===== src/hdl/wsfs_pkg.sv =====
package wsfs_pkg;

   localparam int unsigned BITS_PER_LED = 24;
   localparam int unsigned BIT_IDX_W    = 5;
   localparam int unsigned COLOUR_W     = 24;
   localparam int unsigned INDEX_W      = 10;
   localparam int unsigned CHANNEL_W    = 8;
   localparam int unsigned CSR_INDEX_W  = 1;

   localparam int unsigned QUEUE_DEPTH  = 2;
   localparam int unsigned QUEUE_PTR_W  = $clog2(QUEUE_DEPTH);
   localparam int unsigned QUEUE_CNT_W  = $clog2(QUEUE_DEPTH + 1);

   localparam logic OP_WRITE = 1'b0;
   localparam logic OP_TICK  = 1'b1;

   localparam logic [CSR_INDEX_W-1:0] CSR_ONE_COMPARE  = 1'b0;
   localparam logic [CSR_INDEX_W-1:0] CSR_ZERO_COMPARE = 1'b1;

   localparam logic [CHANNEL_W-1:0] ONE_COMPARE_RESET  = 8'd76;
   localparam logic [CHANNEL_W-1:0] ZERO_COMPARE_RESET = 8'd38;

   localparam logic [BIT_IDX_W-1:0] MSB_BIT = 5'(BITS_PER_LED - 1);

   typedef struct packed {
      logic                is_tick;
      logic [INDEX_W-1:0]  led_index;
      logic [COLOUR_W-1:0] colour;
   } cmd_type;

   typedef struct packed {
      logic full;
      logic empty;
   } queue_stat_type;

   typedef enum logic [1:0] {
      PH_DATA = 2'b01,
      PH_GAP  = 2'b10
   } phase_type;

endpackage


===== src/hdl/wsfs_front.sv =====
module wsfs_front #(
   parameter int unsigned LED_COUNT = 8
) (
   input  logic                        start,
   output logic                        busy,
   input  logic                        req_opcode,
   input  logic [9:0]                  req_led_index,
   input  logic [7:0]                  req_red,
   input  logic [7:0]                  req_green,
   input  logic [7:0]                  req_blue,
   input  wsfs_pkg::queue_stat_type    queue_stat,
   input  logic                        clearing,
   output logic                        push,
   output wsfs_pkg::cmd_type           cmd
);
   import wsfs_pkg::*;

   logic accept;
   logic in_range;

   assign busy     = queue_stat.full | clearing;
   assign accept   = start & ~busy;
   assign in_range = {1'b0, req_led_index} < (INDEX_W + 1)'(LED_COUNT);

   // out of range writes are dropped here and never reach the queue
   assign push = accept & ((req_opcode == OP_TICK) | in_range);

   assign cmd.is_tick   = (req_opcode == OP_TICK);
   assign cmd.led_index = req_led_index;
   assign cmd.colour    = {req_green, req_red, req_blue};

endmodule


===== src/hdl/wsfs_queue.sv =====
module wsfs_queue (
   input  logic                     clock,
   input  logic                     reset,
   input  logic                     push,
   input  logic                     pop,
   input  wsfs_pkg::cmd_type        cmd_in,
   output wsfs_pkg::cmd_type        cmd_out,
   output wsfs_pkg::queue_stat_type stat
);
   import wsfs_pkg::*;

   cmd_type                entry_ff [QUEUE_DEPTH];
   logic [QUEUE_PTR_W-1:0] wr_ptr_ff, wr_ptr_in;
   logic [QUEUE_PTR_W-1:0] rd_ptr_ff, rd_ptr_in;
   logic [QUEUE_CNT_W-1:0] count_ff, count_in;
   logic                   do_push, do_pop;

   assign stat.full  = (count_ff == QUEUE_CNT_W'(QUEUE_DEPTH));
   assign stat.empty = (count_ff == '0);
   assign do_push    = push & ~stat.full;
   assign do_pop     = pop & ~stat.empty;
   assign cmd_out    = entry_ff[rd_ptr_ff];

   always_comb begin
      wr_ptr_in = wr_ptr_ff;
      rd_ptr_in = rd_ptr_ff;
      count_in  = count_ff;
      if (do_push) begin
         wr_ptr_in = (wr_ptr_ff == QUEUE_PTR_W'(QUEUE_DEPTH - 1)) ? '0 : wr_ptr_ff + 1'b1;
      end
      if (do_pop) begin
         rd_ptr_in = (rd_ptr_ff == QUEUE_PTR_W'(QUEUE_DEPTH - 1)) ? '0 : rd_ptr_ff + 1'b1;
      end
      case ({do_push, do_pop})
         2'b10:   count_in = count_ff + 1'b1;
         2'b01:   count_in = count_ff - 1'b1;
         default: count_in = count_ff;
      endcase
   end

   always_ff @(posedge clock) begin
      if (reset) begin
         wr_ptr_ff <= '0;
         rd_ptr_ff <= '0;
         count_ff  <= '0;
      end else begin
         wr_ptr_ff <= wr_ptr_in;
         rd_ptr_ff <= rd_ptr_in;
         count_ff  <= count_in;
      end
   end

   always_ff @(posedge clock) begin
      if (do_push) begin
         entry_ff[wr_ptr_ff] <= cmd_in;
      end
   end

endmodule


===== src/hdl/wsfs_back.sv =====
module wsfs_back #(
   parameter int unsigned LED_COUNT   = 8,
   parameter int unsigned RESET_SLOTS = 60
) (
   input  logic                     clock,
   input  logic                     reset,
   input  wsfs_pkg::cmd_type        cmd,
   input  wsfs_pkg::queue_stat_type queue_stat,
   output logic                     pop,
   output logic                     clearing,
   input  logic                     csr_valid,
   output logic                     csr_ready,
   input  logic [0:0]               csr_index,
   input  logic [7:0]               csr_data,
   output logic                     rsp_valid,
   output logic [7:0]               rsp_compare_value,
   output logic                     rsp_frame_end
);
   import wsfs_pkg::*;

   localparam int unsigned LED_IDX_W = (LED_COUNT > 1) ? $clog2(LED_COUNT) : 1;
   localparam int unsigned GAP_W     = (RESET_SLOTS > 1) ? $clog2(RESET_SLOTS) : 1;
   localparam logic [LED_IDX_W-1:0] LAST_LED = LED_IDX_W'(LED_COUNT - 1);
   localparam logic [GAP_W-1:0]     LAST_GAP = GAP_W'(RESET_SLOTS - 1);

   logic [COLOUR_W-1:0]  colour_mem [LED_COUNT];
   logic [COLOUR_W-1:0]  rd_data_ff;

   logic                 clr_active_ff, clr_active_in;
   logic [LED_IDX_W-1:0] clr_cnt_ff, clr_cnt_in;

   logic [CHANNEL_W-1:0] one_cmp_ff, zero_cmp_ff;

   phase_type            phase_ff, phase_in;
   logic [LED_IDX_W-1:0] led_ff, led_in;
   logic [BIT_IDX_W-1:0] bit_ff, bit_in;
   logic [GAP_W-1:0]     gap_ff, gap_in;

   logic                 s1_valid_ff, s1_valid_in;
   logic                 s1_gap_ff;
   logic                 s1_fend_ff;
   logic [BIT_IDX_W-1:0] s1_bit_ff;

   logic                 rsp_valid_ff;
   logic [CHANNEL_W-1:0] rsp_cmp_ff;
   logic                 rsp_fend_ff;

   logic                 tick;
   logic                 wr_en;
   logic                 last_gap;

   assign clearing  = clr_active_ff;
   assign pop       = ~queue_stat.empty & ~clr_active_ff;
   assign tick      = pop & cmd.is_tick;
   assign wr_en     = pop & ~cmd.is_tick;
   assign csr_ready = 1'b1;
   assign last_gap  = (phase_ff == PH_GAP) && (gap_ff == LAST_GAP);

   // clearing pass over the colour store after reset
   always_comb begin
      clr_active_in = clr_active_ff;
      clr_cnt_in    = clr_cnt_ff;
      if (clr_active_ff) begin
         if (clr_cnt_ff == LAST_LED) begin
            clr_active_in = 1'b0;
         end else begin
            clr_cnt_in = clr_cnt_ff + 1'b1;
         end
      end
   end

   // slot counter: led, bit (msb first) and gap position
   always_comb begin
      phase_in = phase_ff;
      led_in   = led_ff;
      bit_in   = bit_ff;
      gap_in   = gap_ff;
      if (tick) begin
         unique case (phase_ff)
            PH_DATA: begin
               if (bit_ff == '0) begin
                  bit_in = MSB_BIT;
                  if (led_ff == LAST_LED) begin
                     phase_in = PH_GAP;
                     led_in   = '0;
                     gap_in   = '0;
                  end else begin
                     led_in = led_ff + 1'b1;
                  end
               end else begin
                  bit_in = bit_ff - 1'b1;
               end
            end
            PH_GAP: begin
               if (gap_ff == LAST_GAP) begin
                  phase_in = PH_DATA;
                  gap_in   = '0;
               end else begin
                  gap_in = gap_ff + 1'b1;
               end
            end
            default: begin
               phase_in = PH_DATA;
            end
         endcase
      end
   end

   assign s1_valid_in = tick;

   always_ff @(posedge clock) begin
      if (reset) begin
         clr_active_ff <= 1'b1;
         clr_cnt_ff    <= '0;
         phase_ff      <= PH_DATA;
         led_ff        <= '0;
         bit_ff        <= MSB_BIT;
         gap_ff        <= '0;
         s1_valid_ff   <= 1'b0;
         rsp_valid_ff  <= 1'b0;
         one_cmp_ff    <= ONE_COMPARE_RESET;
         zero_cmp_ff   <= ZERO_COMPARE_RESET;
      end else begin
         clr_active_ff <= clr_active_in;
         clr_cnt_ff    <= clr_cnt_in;
         phase_ff      <= phase_in;
         led_ff        <= led_in;
         bit_ff        <= bit_in;
         gap_ff        <= gap_in;
         s1_valid_ff   <= s1_valid_in;
         rsp_valid_ff  <= s1_valid_ff;
         if (csr_valid && csr_ready) begin
            unique case (csr_index)
               CSR_ONE_COMPARE:  one_cmp_ff  <= csr_data;
               CSR_ZERO_COMPARE: zero_cmp_ff <= csr_data;
               default:          one_cmp_ff  <= one_cmp_ff;
            endcase
         end
      end
   end

   // colour store, one write port and one registered read port
   always_ff @(posedge clock) begin
      if (clr_active_ff) begin
         colour_mem[clr_cnt_ff] <= '0;
      end else if (wr_en) begin
         colour_mem[cmd.led_index[LED_IDX_W-1:0]] <= cmd.colour;
      end
      rd_data_ff <= colour_mem[led_ff];
   end

   always_ff @(posedge clock) begin
      s1_gap_ff  <= (phase_ff == PH_GAP);
      s1_fend_ff <= last_gap;
      s1_bit_ff  <= bit_ff;
      rsp_fend_ff <= s1_fend_ff;
      if (s1_gap_ff) begin
         rsp_cmp_ff <= '0;
      end else begin
         rsp_cmp_ff <= rd_data_ff[s1_bit_ff] ? one_cmp_ff : zero_cmp_ff;
      end
   end

   assign rsp_valid         = rsp_valid_ff;
   assign rsp_compare_value = rsp_cmp_ff;
   assign rsp_frame_end     = rsp_fend_ff;

endmodule


===== src/hdl/ws2812_frame_serializer.sv =====
// ws2812 frame serializer: a write transaction (opcode 0) stores green, red and blue for one
// led and gives no result; a tick transaction (opcode 1) gives one pwm compare value, shown
// with rsp_valid for exactly one cycle, registered through the queue, the s1 stage and
// the response register, since the receiver cannot stall. one transaction is taken per
// cycle outside the clearing pass, set by the back end, which carries out one queued
// transaction per cycle; the queue never fills in normal operation. after reset busy stays
// high while the colour store is cleared to black; csr writes are taken at all times but
// should only be made while no transaction is in flight.
module ws2812_frame_serializer #(
   parameter int unsigned LED_COUNT   = 8,
   parameter int unsigned RESET_SLOTS = 60
) (
   input  logic       clock,
   input  logic       reset,
   input  logic       start,
   output logic       busy,
   input  logic       req_opcode,
   input  logic [9:0] req_led_index,
   input  logic [7:0] req_red,
   input  logic [7:0] req_green,
   input  logic [7:0] req_blue,
   output logic       rsp_valid,
   output logic [7:0] rsp_compare_value,
   output logic       rsp_frame_end,
   input  logic       csr_valid,
   output logic       csr_ready,
   input  logic [0:0] csr_index,
   input  logic [7:0] csr_data
);
   import wsfs_pkg::*;

   cmd_type        front_cmd;
   cmd_type        queue_cmd;
   queue_stat_type queue_stat;
   logic           push;
   logic           pop;
   logic           clearing;

   wsfs_front #(
      .LED_COUNT (LED_COUNT)
   ) u_front (
      .start         (start),
      .busy          (busy),
      .req_opcode    (req_opcode),
      .req_led_index (req_led_index),
      .req_red       (req_red),
      .req_green     (req_green),
      .req_blue      (req_blue),
      .queue_stat    (queue_stat),
      .clearing      (clearing),
      .push          (push),
      .cmd           (front_cmd)
   );

   wsfs_queue u_queue (
      .clock   (clock),
      .reset   (reset),
      .push    (push),
      .pop     (pop),
      .cmd_in  (front_cmd),
      .cmd_out (queue_cmd),
      .stat    (queue_stat)
   );

   wsfs_back #(
      .LED_COUNT   (LED_COUNT),
      .RESET_SLOTS (RESET_SLOTS)
   ) u_back (
      .clock             (clock),
      .reset             (reset),
      .cmd               (queue_cmd),
      .queue_stat        (queue_stat),
      .pop               (pop),
      .clearing          (clearing),
      .csr_valid         (csr_valid),
      .csr_ready         (csr_ready),
      .csr_index         (csr_index),
      .csr_data          (csr_data),
      .rsp_valid         (rsp_valid),
      .rsp_compare_value (rsp_compare_value),
      .rsp_frame_end     (rsp_frame_end)
   );

endmodule


===== config.mk =====
export PLATFORM = sky130hd
export DESIGN_NAME = ws2812_frame_serializer
export DESIGN_NICKNAME = d
export VERILOG_FILES = /design/src/hdl/wsfs_pkg.sv /design/src/hdl/wsfs_front.sv /design/src/hdl/wsfs_queue.sv /design/src/hdl/wsfs_back.sv /design/src/hdl/ws2812_frame_serializer.sv
export SDC_FILE = /design/constraint.sdc
export NUM_CORES = 1
export LEC_CHECK = 0
export ABC_AREA = 1
export BUFFER_PORTS_ARGS = -buffer_cell sky130_fd_sc_hd__buf_4
export CORE_UTILIZATION = 40
export DETAILED_ROUTE_END_ITERATION = 16
export GPL_ROUTABILITY_DRIVEN = 0
export PLACE_DENSITY = 0.55
export SLEW_MARGIN = 20
export SYNTH_ARGS = -nofsm -noshare
export SYNTH_HDL_FRONTEND = slang
export SYNTH_SLANG_ARGS = --single-unit
export TNS_END_PERCENT = 20

===== constraint.sdc =====
create_clock -name clock -period 8.56 [get_ports clock]
set_clock_uncertainty 0.2 [all_clocks]
set_input_delay 1.284 -clock clock [delete_from_list [all_inputs] [get_ports clock]]
set_output_delay 1.284 -clock clock [all_outputs]
set_load 0.02 [all_outputs]

==> impl_results.md, run 1 <==
* Status: complete, but fails checks
* Failing checks: DRC
* Endpoint class of the critical path: register
* I/O pins at 60
* Clock-pin slew on the worst setup and hold paths at 0.06 ns
* Number of global-route vias before repair at 7535
* Nets at 1219
* Mux share of post-synthesis cell area at 0
* Req. time, crit path at 8.51 ns
* Final Critical Period at 3.266 ns
* Cts bufs inserted at 36
* Grt met2 use at 0.2518
* Filler cells at 2790
* Compound-gate portion of the synthesized area at 0.09740
* Rel. slew slack at 0.3570
* Crit share post-route at 0.3816
* CP max FO at 31
* CTS tree: yes
* Hold worst-path end: u_back.rsp_frame_end$_DFF_P_
* H-tree levels at 2
* Commonest non-fill, non-tap cell in the layout: edfxtp_1
* Hold path cells at 0
* Setup_tns at 0 ns
* First-pass GRT wire length at 41.76 mm
* Leakage Power at 5.880 nW
* Worst hold start: u_back.s1_fend_ff$_DFF_P_
* Max_cap viols at 0
* DIE HEIGHT at 179.8 um
* Warnings, synthesis at 0
* Synth cell types at 37
* Routed wire length at 25.80 mm
* Post-Synth Adder-Cell Area at 0.008908
* HP Class: reg2reg
* # Post-CTS Setup Buffers at 0
* DR vias at 7867
* Commonest non-fill, non-tap cells in the layout: edfxtp_1, nor2_1, nand2_1
* CTS Buffer Depth at 3
* Syn_nets at 1161
* Critical path class: reg2reg
* Async SR Flop Fraction at 0
* Die ar. at 0.03232 mm^2
* Clock sinks at 331
* Maximum vdd drop at 167.5 uV
* Standard-cell rows at 64
* EDFF count, synth at 248
* Placed wire-length estimate at 15.77 mm
* RR Endpoint: u_back.colour_mem[5][2]$_DFFE_PP_
* Core ar. at 0.03083 mm^2
* Gate Count Post-Synth at 1104
* Final worst slack at 5.294 ns
* # DRC at 2
* Cts repair resizes at 0
* Most crowded layer after global routing: met2
* Maximum clock frequency at 306.2 MHz
* Final Hold Viols at 0
* Synth Flop Type: edfxtp_1
* Worst slew pin tran at 0.9646 ns
* Mapped Area at 0.01264 mm^2
* Placed Area at 0.01348 mm^2
* Endpoints failing setup at 0
* Post-layout instance count excluding filler cells at 1586
* RSZ-0062 raised after global routing: no
* Largest net degree at the start of global routing at 99
* Port buffer count at 58
* Initial Utilization at 0.4100
* Diode count at 0
* Worst slack, placed at 4.982 ns
* Skew-Pair Late Insertion Delay at 0.53 ns
* Synth Area in XOR/XNOR at 0.002771
* WP data arrival at 3.22 ns
* Final ANT Viol Nets at 0
* Cts hold-fix bufs at 0
* Seq cells post-synth at 331
* Grt ovf at 0
* Area growth from synthesis to layout at 16.24%
* Avg Cell Area, Syn at 11.45 um^2
* Vias per std cell at 4.960
* Share of layout cells above drive strength 1 at 0.1311
* Initial antenna violation count at 0
* P per Cell Area at 239.5 mW/mm^2
* Main combinational cell family by area after synthesis: simple AND/OR/NAND/NOR gates
* Startpoint types: register
* Design area at 0.01469 mm^2
* Met1 Use GR at 0.2358
* Die width at 179.8 um
* Routed wire per std cell at 16.27 um
* Drt pass-1 iters at 10
* Dpl cells at 1520
* Worst R2R Setup Slack at 5.29 ns
* GRT Resource Usage Total at 0.1630
* Initial DRC count at 563
* Worst reg-to-reg path cell count at 9
* Final Max Slew Viols at 0
* GR Util met3 at 0.02553
* Simple-Gate Fraction of Synth Area at 0.1330
* Post-synthesis sequential area ratio at 0.7206
* CTS Root Cell: clkbuf_16
==> synthesized netlist by cell type, types with 2 or more instances <==
master	instances	area share
o21ai_2	2	0.0014
nand2_2	3	0.0015
o21ai_0	104	0.041
inv_1	60	0.018
o21ai_1	22	0.0087
buf_2	11	0.0044
a21oi_1	44	0.017
a31oi_1	24	0.012
o211ai_1	4	0.0024
buf_4	2	0.0012
xor2_1	3	0.0021
o22ai_1	24	0.012
inv_2	6	0.0018
dfxtp_1	83	0.13
nor3_1	5	0.0020
nand2_1	135	0.040
ha_1	9	0.0089
nand4_1	4	0.0020
clkbuf_1	37	0.011
nor2_1	225	0.067
edfxtp_1	248	0.59
nand3_1	34	0.013
==> sequential cells by signal, summed over array words and instances (netlist names), named ones only <==
| register | cells |
|---|---|
| u_back.rsp_frame_end | 1 |
| u_back.bit_ff | 5 |
| u_back.s1_valid_ff | 1 |
| u_back.s1_fend_ff | 1 |
| u_queue.entry_ff | 56 |
| u_back.s1_gap_ff | 1 |
| u_back.s1_bit_ff | 5 |
| u_back.gap_ff | 6 |
| u_back.rsp_valid | 1 |
| u_back.zero_cmp_ff | 8 |
| u_queue.count_ff | 2 |
| u_back.clearing | 1 |
| u_back.rsp_compare_value | 8 |
| u_back.colour_mem | 192 |
| u_back.one_cmp_ff | 8 |
| u_back.clr_cnt_ff | 3 |
| u_queue.rd_ptr_ff | 1 |
| u_back.led_ff | 3 |
| u_back.rd_data_ff | 24 |
| u_back.phase_ff | 2 |
| u_queue.wr_ptr_ff | 1 |
==> metrics by stage <==
step	util	power [mW]	hold slack [ns]
finish	0.4766	3.520	0.1299
global route	0.4766	3.649	0.1345
CTS	0.4765	3.560	0.1328
detailed placement	0.4373	2.000	0.1186
global placement	0.4371	1.997	0.1112
floorplan	-	1.930	0.1096
==> cells by family (layout without fill, tap and decap cells) <==
| group | Yosys count | count (layout) |
|---|---|---|
| other cells | 1 | 1 |
| fa+ha+maj | 9 | 9 |
| compound gates | 227 | 227 |
| simple gates | 415 | 415 |
| xor+xnor | 4 | 4 |
| buf+inv | 117 | 203 |
| flops | 331 | 331 |
==> power breakdown <==
group	internal [mW]	switching, mW
sequential	1.79	0.0166
clock	0.935	0.622
combinational	0.0568	0.101
total	2.78	0.740
==> how the worst max path moves through the flow <==
stage                          start                           endpoint  slack [ns]  cells past startpoint
finish                      register  u_back.colour_mem[5][2]$_DFFE_PP_        5.29                      9
global route                register  u_back.colour_mem[5][2]$_DFFE_PP_        4.99                      9
CTS                         register  u_back.colour_mem[4][2]$_DFFE_PP_        4.98                      9
detailed placement          register  u_back.colour_mem[4][5]$_DFFE_PP_        4.98                      9
global placement            register  u_back.colour_mem[5][5]$_DFFE_PP_        4.91                      9
floorplan           req_led_index[9]   u_queue.entry_ff[1][0]$_DFFE_PP_        5.02                      4
==> routing by layer <==
layer  vias to the layer above  routed length (um)
met4                         0                 499
met3                        44                1071
li1                       3956                   -
met2                       155               11530
met5                         -                   0
met1                      3712               12700
==> critical path: stages, from the launching register on <==
cell,delay [ns]
dfxtp_1,0.30
buf_4,0.28
inv_1,0.45
o21ai_4,0.35
nand2_4,0.23
nand2_1,0.13
o21ai_1,0.10
inv_1,0.09
nand2_1,0.14
nor2_4,0.60
==> cell type report <==
class                   count  area, um^2  share of cell area
well taps                 396       495.5             0.03372
clock inverters            19       234.0             0.01592
repair buffers             71       533.0             0.03627
inverters                  66       249.0             0.01694
multi-input cells         656        3099              0.2109
clock buffers              47       973.4             0.06625
flip-flops and latches    331        9110              0.6200
Note: power is estimated with default switching activity, not from simulation.
==> inputs of run 2 (changes only) <==
Settings changed: ABC_AREA 1 to 0.
Clock period 8.56 ns to 3.3 ns, I/O delays scaled along.
==> run 2 against run 1 <==
Against the previous run: the run now ends clean; non-clock buffer count rose by 33; sequential share of layout area up 0.078 points; flip-flop and latch count unchanged; highest routed layer unchanged.
==> impl_results.md, run 2 <==
* Hold worst-path end: u_back.zero_cmp_ff[5]$_SDFFE_PP1P_ (was u_back.rsp_frame_end$_DFF_P_)
* Post-synthesis sequential area ratio at 0.7320 (was 0.7206)
* Skew-Pair Late Insertion Delay at 0.50 ns (was 0.53 ns)
* Area growth from synthesis to layout at 17.99% (was 16.24%)
* H-tree levels at 2 (unchanged)
* Commonest non-fill, non-tap cells in the layout: edfxtp_1, dfxtp_1, buf_4 (was edfxtp_1, nor2_1, nand2_1)
* Vias per std cell at 4.975 (was 4.960)
* Die width at 178.4 um (was 179.8 um)
* HP Class: in2reg (was reg2reg)
* Worst slew pin tran at 0.7207 ns (was 0.9646 ns)
* Clock sinks at 331 (unchanged)
* Routed wire length at 23.04 mm (was 25.80 mm)
* DR vias at 6114 (was 7867)
* Leakage Power at 4.869 nW (was 5.880 nW)
* Final Max Slew Viols at 0 (unchanged)
* RSZ-0062 raised after global routing: no (unchanged)
* Endpoints failing setup at 0 (unchanged)
* Pwr Total at 8.598 mW (was 3.520 mW)
* Startpoint types: register (unchanged)
* Rel. slew slack at 0.5177 (was 0.3570)
* Critical path class: reg2reg (unchanged)
* Final Util at 0.4800 (was 0.4766)
* Post-synth top area share at 0.5985 (was 0.5891)
* Standard-cell rows at 64 (unchanged)
* Initial antenna violation count at 0 (unchanged)
* Avg Cell Area, Syn at 17.70 um^2 (was 11.45 um^2)
* Async SR Flop Fraction at 0 (unchanged)
* Core ar. at 0.03059 mm^2 (was 0.03083 mm^2)
* Status: completed (was complete, but fails checks)
* RR Endpoint: u_back.colour_mem[4][5]$_DFFE_PP_ (was u_back.colour_mem[5][2]$_DFFE_PP_)
* Syn_nets at 760 (was 1161)
* Cts bufs inserted at 34 (was 36)
* Nets at 867 (was 1219)
* Most frequent cell after synthesis: edfxtp_1 (unchanged)
* WP data arrival at 2.43 ns (was 3.22 ns)
* Post-synth top area cell: edfxtp_1 (unchanged)
* Worst hold start: csr_data[5] (was u_back.s1_fend_ff$_DFF_P_)
* Biggest register: u_back.colour_mem (unchanged)
* Final worst slack at 0.8130 ns (was 5.294 ns)
* Final hold slack at 0.02694 ns (was 0.1299 ns)
* Initial Utilization at 0.4068 (was 0.4100)
* Largest net degree at the start of global routing at 37 (was 99)
* DIE HEIGHT at 178.4 um (was 179.8 um)
* Final Critical Period at 2.487 ns (was 3.266 ns)
* Crit share post-route at 0.7536 (was 0.3816)
* Worst R2R Setup Slack at 0.81 ns (was 5.29 ns)
* Commonest non-fill, non-tap cell in the layout: edfxtp_1 (unchanged)
* P per Cell Area at 585.6 mW/mm^2 (was 239.5 mW/mm^2)
* Share of layout cells above drive strength 1 at 0.2521 (was 0.1311)
* Mapped Area at 0.01244 mm^2 (was 0.01264 mm^2)
* Port buffer count at 58 (unchanged)
* Synth cell types at 50 (was 37)
* CTS tree: yes (unchanged)
* I/O pins at 60 (unchanged)
* Maximum clock frequency at 402.1 MHz (was 306.2 MHz)
* Diode count at 0 (unchanged)
* Grt ovf at 0 (unchanged)
* Largest registers: u_back.colour_mem x192, u_queue.entry_ff x56, u_back.rd_data_ff x24 (unchanged)
* Placed wire-length estimate at 14.16 mm (was 15.77 mm)
* CTS Buffer Depth at 3 (unchanged)
* Final Hold Viols at 0 (unchanged)
* Maximum vdd drop at 338.4 uV (was 167.5 uV)
* Gate Count Post-Synth at 703 (was 1104)
* CTS Root Cell: clkbuf_16 (unchanged)
* Clock-pin slew on the worst setup and hold paths at 0.06 ns (about the same)
* Max_cap viols at 0 (unchanged)
* Drt pass-1 iters at 4 (was 10)
* First-pass GRT wire length at 36.29 mm (was 41.76 mm)
* Number of global-route vias before repair at 6597 (was 7535)
* CP max FO at 24 (was 31)
* Area contributors post-synth: edfxtp_1, dfxtp_1, mux4_2, mux2i_1, mux2_2 (was edfxtp_1, dfxtp_1, nor2_1, o21ai_0, nand2_1)
* Routed wire per std cell at 18.75 um (was 16.27 um)
* Top post-synthesis cells by count: edfxtp_1, dfxtp_1, mux4_2 (was edfxtp_1, nor2_1, nand2_1)
* Worst slack, placed at 0.5935 ns (was 4.982 ns)
* GRT Resource Usage Total at 0.1518 (was 0.1630)
* Worst reg-to-reg path cell count at 6 (was 9)
* Max reg flops at 192 (unchanged)
* Synth Flop Type: edfxtp_1 (unchanged)
* # DRC at 0 (was 2)
* EDFF count, synth at 248 (unchanged)
* Req. time, crit path at 3.24 ns (was 8.51 ns)
* Die ar. at 0.03182 mm^2 (was 0.03232 mm^2)
* Warnings, synthesis at 0 (unchanged)
* Final ANT Viol Nets at 0 (unchanged)
* Seq cells post-synth at 331 (unchanged)
* Hold path cells at 3 (was 0)
* Endpoint class of the critical path: register (unchanged)
* Initial DRC count at 363 (was 563)
* Cts repair resizes at 0 (unchanged)
[run 2: changes by cell type after synthesis, moves of 44 or more]
| cell | delta |
|---|---|
| mux2i_1 | +44 |
| mux4_2 | +50 |
| o21ai_0 | -103 |
| inv_1 | -51 |
| nand2_1 | -92 |
| nor2_1 | -179 |
[run 2: cells by family (layout without fill, tap and decap cells)]
group	after synthesis	after routing	synth area share
buffers and inverters	42	172	0.01589
AOI/OAI and AO/OA	30	30	0.01589
other	1	1	0.0003014
adders and majority gates	9	9	0.009050
DFF	331	331	0.7320
xor gates and xnor gates	13	13	0.009150
and+or+nand+nor	154	154	0.06315
muxes	123	123	0.1545
[run 2: worst max-delay path: stages (launching register included)]
cell and delay (ns):
dfxtp_1 0.48, mux2i_1 0.28, nand2_1 0.16, mux2i_1 0.18, buf_4 0.18, nor3b_2 0.20, buf_4 0.43
[run 2: timing repair]
item / 4_1_cts / 5_1_grt
endpoints found under the hold margin: 57 / 0
hold buffers: 29 / 0
setup buffers: 0 / 0
[run 2: where the power goes]
part | leakage (nW) | internal [mW] | switching [mW]
combinational | 1.56 | 0.220 | 0.220
sequential | 2.83 | 4.67 | 0.0580
clock | 0.476 | 1.98 | 1.45
[run 2: area by class of cell]
class | count | area [um^2]
clock buffers | 51 | 945.9
clock inverters | 8 | 37.54
fillers | 2573 | 15910
inverters | 9 | 33.78
multi-input cells | 330 | 3177
flip-flops and latches | 331 | 9114
well taps | 396 | 495.5
repair buffers | 104 | 878.3
[run 2: layer usage]
metal	wire [um]	track usage
met5	0	0
met2	11570	0.2540
met4	451	0.04343
met3	743	0.02749
met1	10280	0.2024
[run 2: worst max path at each step]
stage,end,startpoint,slack [ns],cells after the start
CTS,u_back.rsp_compare_value[5]$_SDFF_PP0_,u_back.s1_bit_ff[0]$_DFF_P_,0.76,4
detailed placement,u_queue.count_ff[1]$_SDFFE_PP0P_,req_led_index[7],0.59,7
floorplan,u_back.colour_mem[2][0]$_DFFE_PP_,register,-0.55,5
global placement,u_queue.count_ff[1]$_SDFFE_PP0P_,req_led_index[7],0.66,7
finish,u_back.colour_mem[4][5]$_DFFE_PP_,register,0.81,6
global route,u_back.colour_mem[4][5]$_DFFE_PP_,register,0.62,6
[run 2: per-stage QoR]
stage                     instance area (um^2)  cells  setup TNS (ns)
after detailed placement                 13410   1141               0
after CTS                                14680   1229               0
final                                    14680   1229               0
after global placement                   13410   1141               0
after global routing                     14680   1229               0
after floorplan                          12440    703          -66.80
